`src/hw/rtl/sbbf_pkg.sv`:
```
// Shared constants, register indexes and helpers for the band box finder.
package sbbf_pkg;

    // Default size limits of the frame store
    localparam int DEF_MAX_WIDTH  = 1024;
    localparam int DEF_MAX_HEIGHT = 1024;

    // Depth of the command queue between front and back
    localparam int QUEUE_DEPTH = 4;

    // Configuration port geometry
    localparam int CFG_IDX_W  = 3;
    localparam int CFG_DATA_W = 11;

    // Register indexes
    localparam logic [CFG_IDX_W-1:0] REG_FRAME_WIDTH      = 3'd0;
    localparam logic [CFG_IDX_W-1:0] REG_FRAME_HEIGHT     = 3'd1;
    localparam logic [CFG_IDX_W-1:0] REG_ROW_OFFSET       = 3'd2;
    localparam logic [CFG_IDX_W-1:0] REG_RUN_THRESHOLD    = 3'd3;
    localparam logic [CFG_IDX_W-1:0] REG_COLUMN_THRESHOLD = 3'd4;

    // Register reset values
    localparam logic [10:0] RST_FRAME_WIDTH      = 11'd1024;
    localparam logic [10:0] RST_FRAME_HEIGHT     = 11'd1024;
    localparam logic [8:0]  RST_ROW_OFFSET       = 9'd20;
    localparam logic [7:0]  RST_RUN_THRESHOLD    = 8'd190;
    localparam logic [7:0]  RST_COLUMN_THRESHOLD = 8'd210;

    // Packed result width (62 bits of fields, padded to bytes)
    localparam int OUT_DATA_W = 64;

    // Width of one queued command for column and row index widths cw, rw
    function automatic int cmd_width(input int cw, input int rw);
        return 4 * cw + 2 * rw + 4;
    endfunction

    // Size register to effective size: zero reads as one, clamp at the maximum
    function automatic logic [31:0] eff_size(input logic [10:0] v, input int maxv);
        logic [31:0] r;
        if (v == 11'd0) begin
            r = 32'd1;
        end else if (32'(v) > 32'(maxv)) begin
            r = 32'(maxv);
        end else begin
            r = 32'(v);
        end
        return r;
    endfunction

endpackage

```
`src/hw/rtl/sbbf_cmd_fifo.sv`:
```
// Short command queue between the front end and the back end.
module sbbf_cmd_fifo #(
    parameter int WIDTH = 8,
    parameter int DEPTH = sbbf_pkg::QUEUE_DEPTH,
    localparam int PW   = $clog2(DEPTH)
) (
    input  logic             clk,
    input  logic             rst_n,
    input  logic             in_valid,
    output logic             in_ready,
    input  logic [WIDTH-1:0] in_data,
    output logic             out_valid,
    input  logic             out_ready,
    output logic [WIDTH-1:0] out_data
);

    logic [WIDTH-1:0] slot_reg [DEPTH];
    logic [PW-1:0]    wr_ptr_reg, rd_ptr_reg;
    logic [PW:0]      count_reg;
    logic             push, pop;

    assign in_ready  = (count_reg != (PW+1)'(DEPTH));
    assign out_valid = (count_reg != '0);
    assign out_data  = slot_reg[rd_ptr_reg];
    assign push      = in_valid && in_ready;
    assign pop       = out_valid && out_ready;

    // Slot storage
    always_ff @(posedge clk)
    begin
        if (push)
        begin
            slot_reg[wr_ptr_reg] <= in_data;
        end
    end

    // Pointers and fill level
    always_ff @(posedge clk or negedge rst_n)
    begin
        if (!rst_n)
        begin
            wr_ptr_reg <= '0;
            rd_ptr_reg <= '0;
            count_reg  <= '0;
        end
        else
        begin
            if (push)
            begin
                wr_ptr_reg <= (wr_ptr_reg == PW'(DEPTH-1)) ? '0 : wr_ptr_reg + 1'b1;
            end
            if (pop)
            begin
                rd_ptr_reg <= (rd_ptr_reg == PW'(DEPTH-1)) ? '0 : rd_ptr_reg + 1'b1;
            end
            if (push && !pop)
            begin
                count_reg <= count_reg + 1'b1;
            end
            else if (pop && !push)
            begin
                count_reg <= count_reg - 1'b1;
            end
        end
    end

endmodule

```
`config.mk`:
```
export PLATFORM = sky130hd
export DESIGN_NAME = sbbf_cmd_fifo
export DESIGN_NICKNAME = d
export VERILOG_FILES = /design/src/hw/rtl/sbbf_pkg.sv /design/src/hw/rtl/sbbf_cmd_fifo.sv
export SDC_FILE = /design/constraint.sdc
export NUM_CORES = 1
export LEC_CHECK = 0
export BUFFER_PORTS_ARGS = -buffer_cell sky130_fd_sc_hd__buf_2
export CORE_AREA = 4 4 73 75
export DETAILED_ROUTE_END_ITERATION = 10
export DIE_AREA = 0 0 77 79
export MAX_ROUTING_LAYER = met4
export PLACE_DENSITY = 0.51
export SYNTH_ARGS = -nofsm -noshare
export SYNTH_HDL_FRONTEND = slang
export SYNTH_SLANG_ARGS = --single-unit
```
`constraint.sdc`:
```
create_clock -name clk -period 2.2 [get_ports clk]
set_input_delay 0 -clock clk [delete_from_list [all_inputs] [get_ports clk]]
set_output_delay 0 -clock clk [all_outputs]
set_load 0.02 [all_outputs]
```
==> impl_metrics.py <==
metrics = {
    "global_routing": {
        "globalRouteOverflowTotal": 0,
        "grt_max_degree": 13,
        "grt_pass1_wl_um": 4260,
        "gr-usage-all-layers_pct": 9.91,
        "antenna_found_initial": 0,
        "grt_pass1_vias": 875,
    },
    "place": {
        "portBuffers": 21,
        "dp_cells": 151,
        "post-place-ws_ns": 0.00812,
        "placed_cell_area_um2": 1760,
        "place_hpwl_um": 1760,
        "gp_congestion": 0.765,
    },
    "sta": {
        "fin_skew_ns": 0.00851,
        "slew_headroom_pct": 57.6,
        "slew_viol_final": 0,
        "hold_ws_ns": 0.0734,
        "hold_viol_final": 0,
        "max_freq_mhz": 472,
        "setup-tns-final_ns": 0,
        "min_period_over_period_pct": 96.3,
        "worst_slack_ns": 0.0815,
        "layout_min_cycle_time_ns": 2.12,
        "setup_viol_count_final": 0,
        "rsz0062_at_grt": "no",
        "tightest_slew_ns": 0.636,
    },
    "critical_path": {
        "cp_slowest_stage_delay_ns": 0.40,
        "critical_path_buf_inv_count": 2,
        "critPathMaxFanout": 6,
        "critPathArrivalTime_ns": 2.30,
        "worstSetupPathType": "flip-flop to flip-flop",
        "crit_slowest_cell": "or3b_4",
        "cp.depth": 7,
        "worstSetupStartpointType": "flip-flop",
        "r2r_cells": 7,
        "cp_top_family": "simple AND/OR/NAND/NOR gates",
        "path_cells": "buf_4, or3b_4, and2_4, ha_2, inv_1, fa_1, mux2_2",
        "worstPathRequired_ns": 2.38,
        "end_kind": "flip-flop",
    },
    "floorplan": {
        "fp.dieH_um": 79,
        "core-area_um2": 4660,
        "die_x_um": 77,
        "rows": 25,
        "start_util_pct": 34.2,
        "dieArea_um2": 6080,
        "ios": 22,
    },
    "clocking": {
        "cts_tree": "done",
        "clock_sinks": 39,
        "cts_root_buffer": "clkbuf_8",
        "clkLatencyLatePin_ns": 0.29,
        "clk_pin_slew_worst_paths_ns": 0.08,
        "htreeDepth": 2,
        "clk_path_buf_depth": 2,
        "numCtsBuffers": 5,
    },
    "finish": {
        "n_fill_cell": 416,
        "largest_reg_flops": 32,
        "area_delta_synth_final_pct": 26.1,
        "n_antenna_cell": 0,
        "drive_above_1_share_pct": 47.5,
        "fin_nets": 136,
        "finish.utilization_pct": 43.1,
        "layoutNonFillerInstCount": 172,
        "final_area_um2": 2010,
    },
    "yosys": {
        "async_reset_ff_share_pct": 17.9,
        "synth.net_count": 97,
        "synth_edf_count": 32,
        "netlist_area_um2": 1590,
        "yosysUniqueCellTypes": 18,
        "synth_most_common_cell": "edfxtp_1",
        "syn_inst": 78,
        "synth_area_leaders": "edfxtp_1 (60%), mux4_2 (11%), dfrtp_1 (11%), ha_1 (4.7%), mux2_2 (2.1%)",
        "synth_top_cell_by_area": "edfxtp_1",
        "ys_seq_elements": 39,
        "synth_area_per_cell_um2": 20.4,
        "ys.flop_type": "edfxtp_1",
        "synth_commonest_cells": "edfxtp_1 (32), mux4_2 (8), dfrtp_1 (7), ha_1 (6), and3_2 (4)",
        "ys_warn_count": 0,
        "seq_area_frac_synth_pct": 71.3,
        "synth_top_area_share_pct": 60.3,
    },
    "detailed_routing": {
        "drt_wl_total_um": 2750,
        "vias_per_cell": 4.63,
        "drt_iter0_markers": 47,
        "drtAntennaViolNets": 0,
        "firstDrtPassIters": 4,
        "wl_per_cell_um": 16.0,
        "vias": 796,
        "route.detailed.drc": 0,
    },
    "power": {
        "power.total_mw": 2.70,
        "p_leak_nw": 0.771,
        "powerDensity_nw_per_um2": 1340,
        "ir_worst_vdd_uv": 530,
    },
    "worst_hold_path": {
        "hold_path_class": "input pin to async pin",
    },
    "status": {
        "outcome": "complete, no violations",
    },
    "flow_run": {
        "max_cap_violations": 0,
    },
}
area by class of cell:
cell class | instances | area (µm²) | area share (%)
Multi-Input combinational cell | 34 | 452 | 22.5
Clock inverter | 2 | 35.0 | 1.74
Sequential cell | 39 | 1140 | 56.6
Timing Repair Buffer | 34 | 225 | 11.2
Tap cell | 54 | 67.6 | 3.36
Clock buffer | 6 | 82.6 | 4.11
Inverter | 3 | 11.3 | 0.560
worst register-to-register path: cells and delay by family (launching register included):
| kind | cells | cell delay (ns) |
|---|---|---|
| AND/OR/NAND/NOR | 2 | 0.60 |
| multiplexers | 1 | 0.26 |
| flip-flops | 1 | 0.39 |
| buffers and inverters | 2 | 0.18 |
| adder cells (fa/ha/maj) | 2 | 0.59 |
layout by cell type, fill, tap and decap left out, drive strengths merged:
| cell | Yosys | final |
|---|---|---|
| nand2 | 1 | 1 |
| or3 | 1 | 1 |
| fa | 1 | 1 |
| dfrtp | 7 | 7 |
| inv | 3 | 3 |
| ha | 6 | 6 |
| xnor2 | 1 | 1 |
| clkbuf | 0 | 6 |
| and2 | 1 | 1 |
| or3b | 1 | 1 |
| nor2 | 3 | 3 |
| dlygate4sd3 | 0 | 9 |
| bufinv | 0 | 1 |
| mux4 | 8 | 8 |
| clkinv | 0 | 1 |
| edfxtp | 32 | 32 |
| mux2 | 5 | 5 |
| and3 | 4 | 4 |
| xor2 | 2 | 2 |
| buf | 2 | 25 |
metal layers:
layer | wire [µm] | global-route usage, % | vias up
li1 | - | - | 382
met1 | 1180 | 10.5 | 394
met2 | 1420 | 17.0 | 16
met3 | 105 | 3.40 | 4
met4 | 34 | 4.27 | 0
met5 | 0 | - | -
report_power, final:
part / internal (mW) / switching, mW
Clock: 0.367 / 0.242
Combinational: 0.490 / 0.438
Sequential: 1.00 / 0.165
timing repair:
action / CTS / global route
hold buffers: 9 / 0
hold endpoints to repair: 39 / 0
resized for setup: 0 / 5
setup endpoints to repair: 0 / 2
buffers inserted: 0 / 4
final timing paths:
| check | start | to | slack (ns) |
|---|---|---|---|
| max reg2reg | count_reg[2]$_DFFE_PN0P_ | count_reg[1]$_DFFE_PN0P_ | 0.08 |
| max | count_reg[2]$_DFFE_PN0P_ | count_reg[1]$_DFFE_PN0P_ | 0.08 |
| min reg2reg | wr_ptr_reg[1]$_DFFE_PN0P_ | wr_ptr_reg[1]$_DFFE_PN0P_ | 0.58 |
| min in group clk | out_ready | rd_ptr_reg[0]$_DFFE_PN0P_ | 0.08 |
| max in group asynchronous | rst_n | count_reg[0]$_DFFE_PN0P_ | 1.95 |
| min | rst_n | count_reg[2]$_DFFE_PN0P_ | 0.07 |
cells by family after synthesis:
logic type | after synthesis | share of synthesized area, %
flip-flops | 39 | 71.3
AND/OR/NAND/NOR | 11 | 4.55
multiplexers | 13 | 15.3
adder cells (fa/ha/maj) | 7 | 5.97
buffers and inverters | 5 | 1.26
XOR/XNOR | 3 | 1.65
(Power assumes the default switching activity.)
