**config.mk**
```make
export PLATFORM = sky130hd
export DESIGN_NAME = sbbf_front
export DESIGN_NICKNAME = d
export VERILOG_FILES = /design/src/hw/rtl/sbbf_pkg.sv /design/src/hw/rtl/sbbf_front.sv
export SDC_FILE = /design/constraint.sdc
export NUM_CORES = 1
export LEC_CHECK = 0
export BUFFER_PORTS_ARGS = -buffer_cell sky130_fd_sc_hd__buf_4
export CAP_MARGIN = 20
export CORE_UTILIZATION = 23
export DETAILED_ROUTE_END_ITERATION = 10
export GPL_TIMING_DRIVEN = 0
export HOLD_SLACK_MARGIN = 0.1
export PLACE_DENSITY = 0.45
export SKIP_LAST_GASP = 1
export SLEW_MARGIN = 25
export SYNTH_ARGS = -nofsm -noshare
export SYNTH_HDL_FRONTEND = slang
export SYNTH_SLANG_ARGS = --single-unit
```
**constraint.sdc**
```tcl
create_clock -name clk -period 12.36 [get_ports clk]
set_clock_uncertainty 0.15 [all_clocks]
set_input_delay 3.09 -clock clk [delete_from_list [all_inputs] [get_ports clk]]
set_output_delay 3.09 -clock clk [all_outputs]
set_load 0.05 [all_outputs]
```
**src/hw/rtl/sbbf_pkg.sv**
```systemverilog
// Shared constants, register indexes and helpers for the band box finder.
package sbbf_pkg;

    // Default size limits of the frame store
    localparam int DEF_MAX_WIDTH  = 1024;
    localparam int DEF_MAX_HEIGHT = 1024;

    // Depth of the command queue between front and back
    localparam int QUEUE_DEPTH = 4;

    // Configuration port geometry
    localparam int CFG_IDX_W  = 3;
    localparam int CFG_DATA_W = 11;

    // Register indexes
    localparam logic [CFG_IDX_W-1:0] REG_FRAME_WIDTH      = 3'd0;
    localparam logic [CFG_IDX_W-1:0] REG_FRAME_HEIGHT     = 3'd1;
    localparam logic [CFG_IDX_W-1:0] REG_ROW_OFFSET       = 3'd2;
    localparam logic [CFG_IDX_W-1:0] REG_RUN_THRESHOLD    = 3'd3;
    localparam logic [CFG_IDX_W-1:0] REG_COLUMN_THRESHOLD = 3'd4;

    // Register reset values
    localparam logic [10:0] RST_FRAME_WIDTH      = 11'd1024;
    localparam logic [10:0] RST_FRAME_HEIGHT     = 11'd1024;
    localparam logic [8:0]  RST_ROW_OFFSET       = 9'd20;
    localparam logic [7:0]  RST_RUN_THRESHOLD    = 8'd190;
    localparam logic [7:0]  RST_COLUMN_THRESHOLD = 8'd210;

    // Packed result width (62 bits of fields, padded to bytes)
    localparam int OUT_DATA_W = 64;

    // Width of one queued command for column and row index widths cw, rw
    function automatic int cmd_width(input int cw, input int rw);
        return 4 * cw + 2 * rw + 4;
    endfunction

    // Size register to effective size: zero reads as one, clamp at the maximum
    function automatic logic [31:0] eff_size(input logic [10:0] v, input int maxv);
        logic [31:0] r;
        if (v == 11'd0) begin
            r = 32'd1;
        end else if (32'(v) > 32'(maxv)) begin
            r = 32'(maxv);
        end else begin
            r = 32'(v);
        end
        return r;
    endfunction

endpackage

```
**src/hw/rtl/sbbf_front.sv**
```systemverilog
// Front end: configuration registers, raster counters and band detection.
module sbbf_front #(
    parameter int MAX_WIDTH  = sbbf_pkg::DEF_MAX_WIDTH,
    parameter int MAX_HEIGHT = sbbf_pkg::DEF_MAX_HEIGHT,
    localparam int CW    = $clog2(MAX_WIDTH),
    localparam int RW    = $clog2(MAX_HEIGHT),
    localparam int CMD_W = sbbf_pkg::cmd_width(CW, RW)
) (
    input  logic                             clk,
    input  logic                             rst_n,
    // configuration write port
    input  logic                             cfg_we,
    input  logic [sbbf_pkg::CFG_IDX_W-1:0]   cfg_index,
    input  logic [sbbf_pkg::CFG_DATA_W-1:0]  cfg_wdata,
    // pixel stream
    input  logic                             s_tvalid,
    output logic                             s_tready,
    input  logic [7:0]                       s_tdata,   // pixel[7:0]
    input  logic                             s_tuser,   // frame_start
    // command to the queue
    output logic                             cmd_valid,
    input  logic                             cmd_ready,
    output logic [CMD_W-1:0]                 cmd_data
);

    // Configuration registers
    logic [10:0] frame_width_reg;
    logic [10:0] frame_height_reg;
    logic [8:0]  row_offset_reg;
    logic [7:0]  run_threshold_reg;
    logic [7:0]  column_threshold_reg;

    // Raster and band state
    logic [CW-1:0] col_reg, col_next;
    logic [RW-1:0] row_reg, row_next;
    logic          open_reg, open_next;
    logic [CW-1:0] start_reg, start_next;
    logic [CW:0]   fill_reg, fill_next;

    logic          push;
    logic [CW:0]   w_eff;
    logic [RW:0]   h_eff;
    logic [31:0]   half32;
    logic [RW-1:0] scan;
    logic [CW-1:0] col_c, start_c;
    logic [RW-1:0] row_c;
    logic          open_c;
    logic [CW:0]   fill_c;
    logic          row_end, last_row;
    logic          top_wr, fill_hit, wr_en;
    logic [RW-1:0] wr_data;
    logic          on_scan, dark, emit;
    logic [CW-1:0] b_start;
    logic [CW:0]   b_end, b_width;
    logic [CW+1:0] b_sum;
    logic [CW-1:0] centre;
    logic          top_ok;

    assign s_tready  = cmd_ready;
    assign cmd_valid = s_tvalid;
    assign push      = s_tvalid && cmd_ready;

    // Register writes
    always_ff @(posedge clk or negedge rst_n)
    begin
        if (!rst_n)
        begin
            frame_width_reg      <= sbbf_pkg::RST_FRAME_WIDTH;
            frame_height_reg     <= sbbf_pkg::RST_FRAME_HEIGHT;
            row_offset_reg       <= sbbf_pkg::RST_ROW_OFFSET;
            run_threshold_reg    <= sbbf_pkg::RST_RUN_THRESHOLD;
            column_threshold_reg <= sbbf_pkg::RST_COLUMN_THRESHOLD;
        end
        else if (cfg_we)
        begin
            unique case (cfg_index)
                sbbf_pkg::REG_FRAME_WIDTH:      frame_width_reg      <= cfg_wdata;
                sbbf_pkg::REG_FRAME_HEIGHT:     frame_height_reg     <= cfg_wdata;
                sbbf_pkg::REG_ROW_OFFSET:       row_offset_reg       <= cfg_wdata[8:0];
                sbbf_pkg::REG_RUN_THRESHOLD:    run_threshold_reg    <= cfg_wdata[7:0];
                sbbf_pkg::REG_COLUMN_THRESHOLD: column_threshold_reg <= cfg_wdata[7:0];
                default: ;
            endcase
        end
    end

    // Effective frame size and scan row
    always_comb
    begin
        w_eff  = (CW+1)'(sbbf_pkg::eff_size(frame_width_reg, MAX_WIDTH));
        h_eff  = (RW+1)'(sbbf_pkg::eff_size(frame_height_reg, MAX_HEIGHT));
        half32 = 32'(h_eff) >> 1;
        scan   = (half32 > 32'(row_offset_reg)) ? RW'(half32 - 32'(row_offset_reg)) : '0;
    end

    // Classify the pixel and build the command
    always_comb
    begin
        // a frame start restarts everything at this pixel
        col_c   = s_tuser ? '0 : col_reg;
        row_c   = s_tuser ? '0 : row_reg;
        open_c  = s_tuser ? 1'b0 : open_reg;
        start_c = s_tuser ? '0 : start_reg;
        fill_c  = s_tuser ? '0 : fill_reg;

        row_end  = ({1'b0, col_c} + 1'b1) >= w_eff;
        last_row = ({1'b0, row_c} + 1'b1) >= h_eff;

        // column store update; the first visit of a column in a frame also clears it
        top_wr   = (row_c != '0) && (row_c <= scan) && (s_tdata > column_threshold_reg);
        fill_hit = ({1'b0, col_c} == fill_c);
        wr_en    = top_wr || fill_hit;
        wr_data  = top_wr ? row_c : '0;
        fill_next = fill_hit ? fill_c + 1'b1 : fill_c;

        // band open / close on the scan row
        on_scan = (row_c == scan);
        dark    = (s_tdata < run_threshold_reg);
        emit    = on_scan && (dark ? row_end : open_c);
        b_start = (dark && !open_c) ? col_c : start_c;
        b_end   = dark ? ({1'b0, col_c} + 1'b1) : {1'b0, col_c};
        b_width = b_end - {1'b0, b_start};
        b_sum   = {1'b0, b_end} + {2'b00, b_start};
        centre  = b_sum[CW:1];
        top_ok  = (scan != '0) && ({1'b0, centre} < fill_next);

        cmd_data = {wr_en, col_c, wr_data, emit, b_start, b_width, centre, top_ok, scan};

        // next raster state
        open_next  = on_scan ? dark : open_c;
        start_next = b_start;
        row_next   = row_c;
        col_next   = col_c + 1'b1;
        if (row_end)
        begin
            col_next  = '0;
            open_next = 1'b0;
            if (last_row)
            begin
                row_next   = '0;
                fill_next  = '0;
                start_next = '0;
            end
            else
            begin
                row_next = row_c + 1'b1;
            end
        end
    end

    // Raster state registers
    always_ff @(posedge clk or negedge rst_n)
    begin
        if (!rst_n)
        begin
            col_reg   <= '0;
            row_reg   <= '0;
            open_reg  <= 1'b0;
            start_reg <= '0;
            fill_reg  <= '0;
        end
        else if (push)
        begin
            col_reg   <= col_next;
            row_reg   <= row_next;
            open_reg  <= open_next;
            start_reg <= start_next;
            fill_reg  <= fill_next;
        end
    end

endmodule

```
==> results of run 1 <==
## power by group
group          leakage [uW]  internal (uW)  switching, uW  total, uW
Sequential          0.00112            344           38.2        382
Clock              0.000158            180            129        309
Combinational       0.00305            329            629        958
Total               0.00433            853            796       1650
## repair_timing
| item | 4_1_cts | 5_1_grt |
|---|---|---|
| cloned | 0 | 0 |
| setup endpoints to repair | 1 | 1 |
| gates resized for setup | 6 | 3 |
| setup buffers | 0 | 0 |
## routing by layer
layer	routed length (um)	GRT usage [%]	share of wire, %	vias to the layer above
li1	-	-	-	3495
met1	12700	20.4	48	3490
met2	12700	25.4	48	108
met3	754	2.05	2.8	22
met4	292	2.94	1.1	0
met5	0	0	0	-
## cells in the final DEF (no fill, tap or decap), drive strengths merged, types with 8 or more instances in the layout
| cell type | instances |
|---|---|
| ha | 89 |
| nor2b | 36 |
| o21ai | 57 |
| o21a | 10 |
| nand2b | 11 |
| nor3b | 11 |
| and2 | 12 |
| o31ai | 8 |
| mux2i | 15 |
| buf | 108 |
| o211ai | 17 |
| nand4 | 14 |
| xor2 | 25 |
| nor3 | 17 |
| mux2 | 32 |
| nor2 | 57 |
| a31oi | 9 |
| dfstp | 14 |
| inv | 68 |
| clkbuf | 41 |
| a21o | 20 |
| nor4 | 14 |
| nand2 | 91 |
| o2111ai | 13 |
| a21oi | 22 |
| nand3 | 27 |
| or2 | 15 |
| xnor2 | 29 |
| and3 | 9 |
| dfrtp | 75 |
## cells by family (layout without fill, tap and decap cells)
family | count (synthesis) | count (layout) | synth area share (%)
simple gates | 329 | 329 | 21.3
compound gates | 201 | 201 | 17.7
buf+inv | 115 | 223 | 5.86
fa+ha+maj | 92 | 92 | 14.7
flops | 89 | 89 | 28.1
xor+xnor | 54 | 54 | 5.93
mux | 47 | 47 | 6.40
## worst min-delay path by stage
stage | slack, ps | end | cells past startpoint
final | 360 | run_threshold_reg[0] | 1
after global routing | 390 | run_threshold_reg[6] | 1
after CTS | 360 | run_threshold_reg[0] | 1
after detailed placement | 340 | run_threshold_reg[0] | 1
after global placement | 340 | run_threshold_reg[0] | 1
after floorplan | 320 | fill_reg[10] | 2
## area by class of cell
| cell class | instances | area [um^2] | area share (%) |
|---|---|---|---|
| Clock inverter | 7 | 101 | 1.06 |
| Inverter | 67 | 251 | 2.62 |
| Clock buffer | 9 | 225 | 2.35 |
| Timing Repair Buffer | 93 | 702 | 7.31 |
| Multi-Input combinational cell | 723 | 5300 | 55.2 |
| Buffer | 47 | 215 | 2.24 |
| Tap cell | 448 | 561 | 5.84 |
| Sequential cell | 89 | 2240 | 23.4 |
## stage by stage
stage	setup TNS, ps	hold slack, ps	power (uW)	utilization [%]
6_report	0	362	1650	28.3
3_5_place_dp	-707	344	1340	27.3
2_1_floorplan	0	323	1060	-
5_1_grt	-1.10	390	1750	28.3
3_3_place_gp	-689	342	1340	27.3
4_1_cts	0	361	1660	28.3
## cells in the mapped netlist, types with 17 or more instances
cell type | number | area share, %
ha_1 | 89 | 14
o21ai_0 | 50 | 3.1
nand3_1 | 27 | 1.7
inv_1 | 66 | 3.1
xnor2_1 | 29 | 3.2
nor2b_1 | 36 | 2.8
xor2_1 | 25 | 2.7
nor2_1 | 57 | 2.7
o211ai_1 | 17 | 1.6
a21o_1 | 20 | 1.9
clkbuf_1 | 33 | 1.6
nand2_1 | 91 | 4.3
dfrtp_1 | 75 | 24
a21oi_1 | 20 | 1.3
mux2_2 | 32 | 4.5
## critical path: stages
cell      delay (ps)
buf_4            120
ha_1             300
a21o_1           180
a31oi_1          190
o21ai_0          260
a311o_1          510
buf_2            260
mux2i_1          190
nor2_1           300
ha_1             240
fa_1             220
a21oi_1           80
o21a_1           220
o311ai_0         510
a31oi_1          170
xor2_1           220
ha_1             340
nand2_1           60
nor3_1           270
nand4_1          240
o31ai_2          340
a221oi_2         100
buf_4            150
buf_4            180
==> qor.csv, run 1 <==
stage;metric;value;unit
synthesis;ys_seq_area_share;28.1;%
timing;finalCritPeriodShare;97.0;%
timing;setup_viol;0;
run_status;status;finished clean;
hold_path;min-delay-start;run_threshold_reg[0];
setup_path;r2r_slack;7670;ps
place;port_buffers;93;
layout;n_fill_cell;3728;
clocking;cts_hold_buf;0;
setup_path;crit_path_end;cmd_data[10];
floorplan;rows;67;
timing;final.min_clock_period;11990;ps
synthesis;ys_ff_latch;89;
place;place_inst;1468;
drt;vias_per_cell;4.80;
power_and_ir_drop;power_density;172;nW/um^2
synthesis;synth_top_flop_cell;dfrtp_1;
clocking;worstSkewPairLatency;360;ps
drt;wl_per_cell;17.9;um
synthesis;syn-instance-count;927;
synthesis;syn_nets;1047;
setup_path;rr_endpoint;open_reg;
place;place_ws;-707;ps
synthesis;synth_area;7980;um^2
setup_path;worst_setup_path_start_kind;input port;
power_and_ir_drop;irDropWorstVdd;0.000101;V
timing;hold_viol_final;0;
clocking;clk_pin_slew;70;ps
floorplan;pin_count;94;
clocking;numCtsBuffers;9;
drt;drt_iter0_markers;419;
layout;antenna_cells;0;
grt;grt_overflow_total;0;
synthesis;synth.distinct_cells;78;
power_and_ir_drop;p_leak;0.00433;uW
drt;via_count;7115;
layout;fin_cells;1483;
floorplan;core-area;33900;um^2
floorplan;initial_core_util;23.6;%
timing;worstMarginPinSlew;1040;ps
timing;fin_ws;367;ps
setup_path;worst_r2r_path_depth;16;
setup_path;cp.required;9120;ps
layout;stdcell_area;9600;um^2
setup_path;critPathArrivalTime;8750;ps
place;place_area;9240;um^2
synthesis;postSynthAreaPerCell;8.61;um^2
drt;ant_nets;0;
place;dp_hpwl;21200;um
timing;maxSlewHeadroom;30.5;%
synthesis;synth_warnings;0;
clocking;root_buffer;clkbuf_16;
synthesis;synth_edf_count;0;
floorplan;die_height;188;um
drt;drc;0;
drt;drt_pass1_iterations;5;
grt;grt_max_degree;90;
layout;nNetsFinal;1150;
hold_path;hold_path.class;register to register;
grt;antenna_found_initial;0;
setup_path;endpoint_kind;output pin;
place;place.gp.congestion;0.824;
flow_run;maxCapViolCount;0;
grt;grtUsageTotal;15.1;%
timing;fmax;83.4;MHz
setup_path;timing.rr.start;frame_height_reg[10];
grt;grt_pass1_wl;41400;um
setup_path;path_max_fanout;10;
clocking;cts_tree;done;
synthesis;synthArstFlopShare;100;%
drt;wl;26500;um
setup_path;crit_path_start;s_tdata[2];
timing;slew_viol_final;0;
grt;grt_pass1_vias;7120;
layout;drive_gt1_share;19.1;%
setup_path;critPathKind;input port to output pin;
layout;area_delta_synth_final;20.3;%
clocking;cts.path.max_buffers;2;
clocking;cts-htree-levels;3;
clocking;numClockSinks;89;
floorplan;die_area;35400;um^2
floorplan;die_w;188;um
Note: power is estimated with default switching activity, not from simulation.
==> run 2, diff against run 1 <==
Settings changed: BUFFER_PORTS_ARGS -buffer_cell sky130_fd_sc_hd__buf_4 to -buffer_cell sky130_fd_sc_hd__buf_2.
==> run 2 against run 1 <==
Net effect: routed wire length fell by 0.95%; die area stayed put; sequential power about the same; highest routed layer unchanged; via count fell by 1.4%; combinational power decreased by 5.2%; first-iteration DRC count fell by 9.5%; global-route usage fell by 0.11 points; fmax grew 0.54%; clock power down 2%; setup slack gained 65 ps; register-to-register slack better by 70 ps; largest power group unchanged.
==> qor.csv, run 2 (synthesis gave the netlist of run 1 again) <==
stage;metric;value;unit
setup_path;cp.required;9120;ps
timing;tns;0;ps
layout;nNetsFinal;1150;
drt;drc;0;
timing;fin_ws;432;ps
layout;drive_gt1_share;19.1;%
flow_run;maxCapViolCount;0;
timing;slew_viol_final;0;
clocking;cts_tree;done;
grt;grt_pass1_vias;7067;
clocking;cts_hold_buf;0;
floorplan;die_w;188;um
setup_path;endpoint_kind;output pin;
drt;wl;26200;um
timing;finalCritPeriodShare;96.5;%
floorplan;die_height;188;um
drt;wl_per_cell;17.7;um
power_and_ir_drop;p_leak;0.00431;uW
power_and_ir_drop;power_density;170;nW/um^2
clocking;post_cts_buffers;0;
layout;area_delta_synth_final;17.7;%
layout;final_cell_mix;buf_2 (95), nand2_1 (91), ha_1 (89), dfrtp_1 (75), inv_1 (66);
clocking;numCtsBuffers;9;
grt;grtUsageTotal;14.9;%
grt;grt_pass1_wl;40800;um
clocking;worstSkewPairLatency;350;ps
drt;drt_pass1_iterations;7;
place;dp_hpwl;21400;um
timing;maxSlewHeadroom;25.8;%
setup_path;critPathArrivalTime;8690;ps
setup_path;path_delay_family;compound AO/OA/AOI/OAI gates;
setup_path;max_stage_delay;490;ps
setup_path;critPathKind;input port to output pin;
place;place_ws;-771;ps
timing;fmax;83.8;MHz
drt;vias_per_cell;4.73;
grt;antenna_found_initial;0;
setup_path;critPathBufInv;4;
setup_path;path_max_fanout;10;
timing;final.min_clock_period;11930;ps
clocking;root_buffer;clkbuf_16;
power_and_ir_drop;power;1600;uW
clocking;clk_pin_slew;70;ps
timing;worstMarginPinSlew;1110;ps
setup_path;worst_setup_path_start_kind;input port;
clocking;cts.path.max_buffers;2;
layout;finish.utilization;27.7;%
run_status;status;finished clean;
floorplan;core-area;33900;um^2
grt;grt_max_degree;53;
place;port_buffers;93;
setup_path;crit_slowest_cell;o21ai_0;
floorplan;initial_core_util;23.6;%
clocking;cts-htree-levels;3;
layout;final_common_cell;buf_2;
grt;grt_overflow_total;0;
drt;via_count;7014;
drt;ant_nets;0;
place;place.gp.congestion;0.818;
clocking;numClockSinks;89;
drt;drt_iter0_markers;379;
floorplan;pin_count;94;
floorplan;die_area;35400;um^2
floorplan;rows;67;
timing;hold_viol_final;0;
power_and_ir_drop;irDropWorstVdd;0.000100;V
hold_path;hold_path.class;register to register;
timing;setup_viol;0;
layout;antenna_cells;0;
timing;rsz0062_at_grt;no;
setup_path;crit_chain;buf_2 -> ha_1 -> a21o_1 -> a31oi_1 -> o21ai_0 -> a311o_1 -> buf_2 -> mux2i_1 -> nor2_1 -> ha_1 -> fa_1 -> a21oi_1 -> o21a_1 -> o311ai_1 -> a31oi_1 -> xor2_1 -> ha_1 -> nand2_1 -> nor3_1 -> nand4_1 -> o31ai_2 -> a221oi_2 -> buf_4 -> buf_2;
[run 2: changes by cell type in the layout (fill, tap and decap cells not counted)]
cell and change:
buf_4 -92, clkbuf_2 -2, o311ai_0 -1, o311ai_1 +1
buf_2 +93, buf_16 +1
[run 2: power breakdown]
group	internal, uW	switching (uW)
Combinational	290	618
Sequential	344	37.9
Clock	179	125
[run 2: path summary, 6_finish.rpt]
check / from / to / slack [ps] / depth (start not counted)
hold reg to reg: run_threshold_reg[6] / run_threshold_reg[6] / 360 / 1
hold / removal: run_threshold_reg[6] / run_threshold_reg[6] / 360 / 1
max in group asynchronous: rst_n / frame_height_reg[10] / 8900 / 2
setup / recovery: s_tdata[2] / cmd_data[10] / 430 / 24
min in group asynchronous: rst_n / column_threshold_reg[0] / 2500 / 1
setup reg to reg: col_reg[2] / start_reg[5] / 7740 / 13
[run 2: per-stage QoR]
stage	hold slack (ps)	cells	instance area [um^2]
5_1_grt	378	1483	9390
3_5_place_dp	344	1469	9040
6_report	358	1483	9390
4_1_cts	359	1484	9380
3_3_place_gp	338	1468	9010
2_1_floorplan	323	927	7980
[run 2: area by class of cell]
type	count	area, um^2
sequential	89	2240
fill	3748	24500
clock inverter	7	101
buffer	46	210
multi-input combinational	723	5300
inverter	67	251
tap	448	561
clock buffer	9	225
timing repair buffer	94	499
[run 2: routing by layer]
metal | GRT usage [%] | routed length (um)
met4 | 3.31 | 348
met3 | 1.68 | 623
met5 | 0 | 0
met2 | 25.4 | 12600
met1 | 20.2 | 12600
[run 2: worst register-to-register path: stages (launching register included)]
cell	delay (ps)
dfrtp_1	490
inv_1	210
nor4_1	580
and3_1	320
and3_1	240
xor2_1	320
ha_1	310
a21o_1	180
a21oi_1	190
o21a_1	270
clkbuf_1	450
buf_1	490
o2111ai_1	210
o211ai_1	130
[run 2: what timing repair did]
action | 4_1_cts | 5_1_grt
endpoints found under the setup margin | 1 | 1
resized for setup | 4 | 6
pin swaps | 0 | 0
==> run 3, diff against run 2 <==
Settings changed: PLACE_DENSITY 0.45 to default, PLACE_DENSITY_LB_ADDON from default to 0.05.
==> run 3 against run 2 <==
Net effect: die area is the same; combinational power grew 2%; utilization grew 0.063 points; fmax grew 0.55%; largest power group unchanged; worst hold slack lost 1.9 ps; cell count is the same; highest routed layer unchanged.
==> qor.csv, run 3 (synthesis gave the netlist of run 1 again) <==
stage;metric;value;unit
run_status;status;finished clean;
clocking;worstSkewPairLatency;360;ps
timing;fmax;84.3;MHz
hold_path;hold_end;column_threshold_reg[6];
drt;vias_per_cell;4.73;
power_and_ir_drop;p_int;823;uW
clocking;clk_pin_slew;70;ps
layout;fin_cells;1483;
grt;grt_pass1_vias;7160;
setup_path;critPathKind;input port to output pin;
power_and_ir_drop;power;1630;uW
setup_path;r2r_slack;7550;ps
timing;worstMarginPinSlew;910;ps
timing;hold_viol_final;0;
floorplan;pin_count;94;
place;place.gp.congestion;0.809;
hold_path;hold_path.class;register to register;
grt;grt_overflow_total;0;
layout;nNetsFinal;1150;
power_and_ir_drop;power_density;173;nW/um^2
drt;ant_nets;0;
setup_path;cp.required;9120;ps
floorplan;die_w;188;um
floorplan;die_height;188;um
layout;final_cell_mix;buf_2 (94), nand2_1 (91), ha_1 (89), dfrtp_1 (75), inv_1 (66);
setup_path;timing.rr.start;col_reg[1];
timing;final.min_clock_period;11860;ps
clocking;cts_tree;done;
drt;via_count;7009;
flow_run;maxCapViolCount;0;
timing;rsz0062_at_grt;no;
drt;drt_iter0_markers;419;
power_and_ir_drop;p_comb_share;56.8;%
floorplan;die_area;35400;um^2
timing;setup_viol;0;
clocking;numClockSinks;89;
layout;drive_gt1_share;19.1;%
setup_path;rr_endpoint;fill_reg[2];
place;dp_hpwl;23500;um
power_and_ir_drop;p_leak;0.00432;uW
layout;area_delta_synth_final;18.0;%
clocking;cts.path.max_buffers;2;
timing;fin_ws;497;ps
place;port_buffers;93;
clocking;cts-htree-levels;3;
floorplan;initial_core_util;23.6;%
clocking;root_buffer;clkbuf_16;
timing;maxSlewHeadroom;38.9;%
floorplan;rows;67;
setup_path;critPathArrivalTime;8620;ps
setup_path;worst_setup_path_start_kind;input port;
power_and_ir_drop;clkPwrFrac;19.6;%
layout;final_common_cell;buf_2;
grt;antenna_found_initial;0;
hold_path;min_path_cells;2;
hold_path;min-delay-start;column_threshold_reg[6];
drt;wl_per_cell;19.4;um
drt;drc;0;
timing;slew_viol_final;0;
setup_path;worst_r2r_path_depth;16;
timing;finalCritPeriodShare;96.0;%
floorplan;core-area;33900;um^2
grt;grtUsageTotal;16.7;%
place;place_inst;1469;
setup_path;path_max_fanout;10;
place;place_ws;-837;ps
setup_path;endpoint_kind;output pin;
clocking;numCtsBuffers;9;
drt;drt_pass1_iterations;5;
layout;antenna_cells;0;
power_and_ir_drop;irDropWorstVdd;0.000101;V
drt;wl;28800;um
layout;finish.utilization;27.8;%
grt;grt_max_degree;60;
power_and_ir_drop;p_switching;804;uW
power_and_ir_drop;seqPwrFrac;23.6;%
grt;grt_pass1_wl;44600;um
power_and_ir_drop;swShare;49.4;%
==> run 3: per-layer routing <==
metal | global-route usage, % | vias up | wire length (um)
li1 | - | 3502 | -
met1 | 24.6 | 3373 | 15100
met2 | 25.8 | 120 | 12600
met3 | 2.40 | 14 | 921
met4 | 2.47 | 0 | 182
met5 | 0 | - | 0
==> run 3: power by group through the flow <==
stage	logic, uW	registers (uW)	clock network (uW)
after floorplan	684	373	0
after global placement	925	389	0
after detailed placement	924	390	0
after CTS	933	384	331
after global routing	1020	391	340
final	923	384	319
==> run 3: through the flow <==
step | area (um^2) | TNS [ps] | hold slack, ps
4_1_cts | 9400 | 0 | 363
5_1_grt | 9410 | 0 | 379
3_3_place_gp | 9010 | -1230 | 345
3_5_place_dp | 9050 | -928 | 350
6_report | 9410 | 0 | 356
2_1_floorplan | 7980 | 0 | 323
==> run 3: layout make-up <==
type,instances,area (um^2)
Fill cell,3734,24500
Multi-Input combinational cell,723,5310
Sequential cell,89,2240
Tap cell,448,561
Timing Repair Buffer,94,499
Inverter,67,251
Clock buffer,10,239
Buffer,46,210
Clock inverter,6,97.6
==> run 3: worst max-delay path by stage <==
stage / startpoint / end / slack, ps / cells past startpoint
floorplan: s_tuser / cmd_data[10] / 390 / 23
global placement: s_tuser / cmd_data[10] / -1030 / 25
detailed placement: s_tuser / cmd_data[10] / -840 / 25
CTS: s_tdata[2] / cmd_data[10] / 110 / 24
global route: s_tuser / cmd_data[10] / 40 / 23
finish: s_tdata[2] / cmd_data[10] / 500 / 24
==> run 3: critical path, stage by stage <==
cell and delay (ps):
buf_2 120, ha_1 300, a21o_1 180, a31oi_1 180, o21ai_0 240, a31oi_4 470, clkbuf_1 520, nand2_1 140
xnor2_1 170, ha_1 370, inv_1 100, a21oi_1 70, o21a_1 230, o311ai_1 490, a31oi_1 170, xor2_1 200
ha_1 340, nand2_1 60, nor3_1 230, nand4_1 200, o31ai_4 310, a221oi_2 100, buf_4 150, buf_2 200
==> run 3: timing repair <==
action,CTS,global route
hold buffers,0,0
setup endpoints to repair,2,1
buffers inserted,0,0
gates resized for setup,4,3
endpoints found under the hold margin,0,0
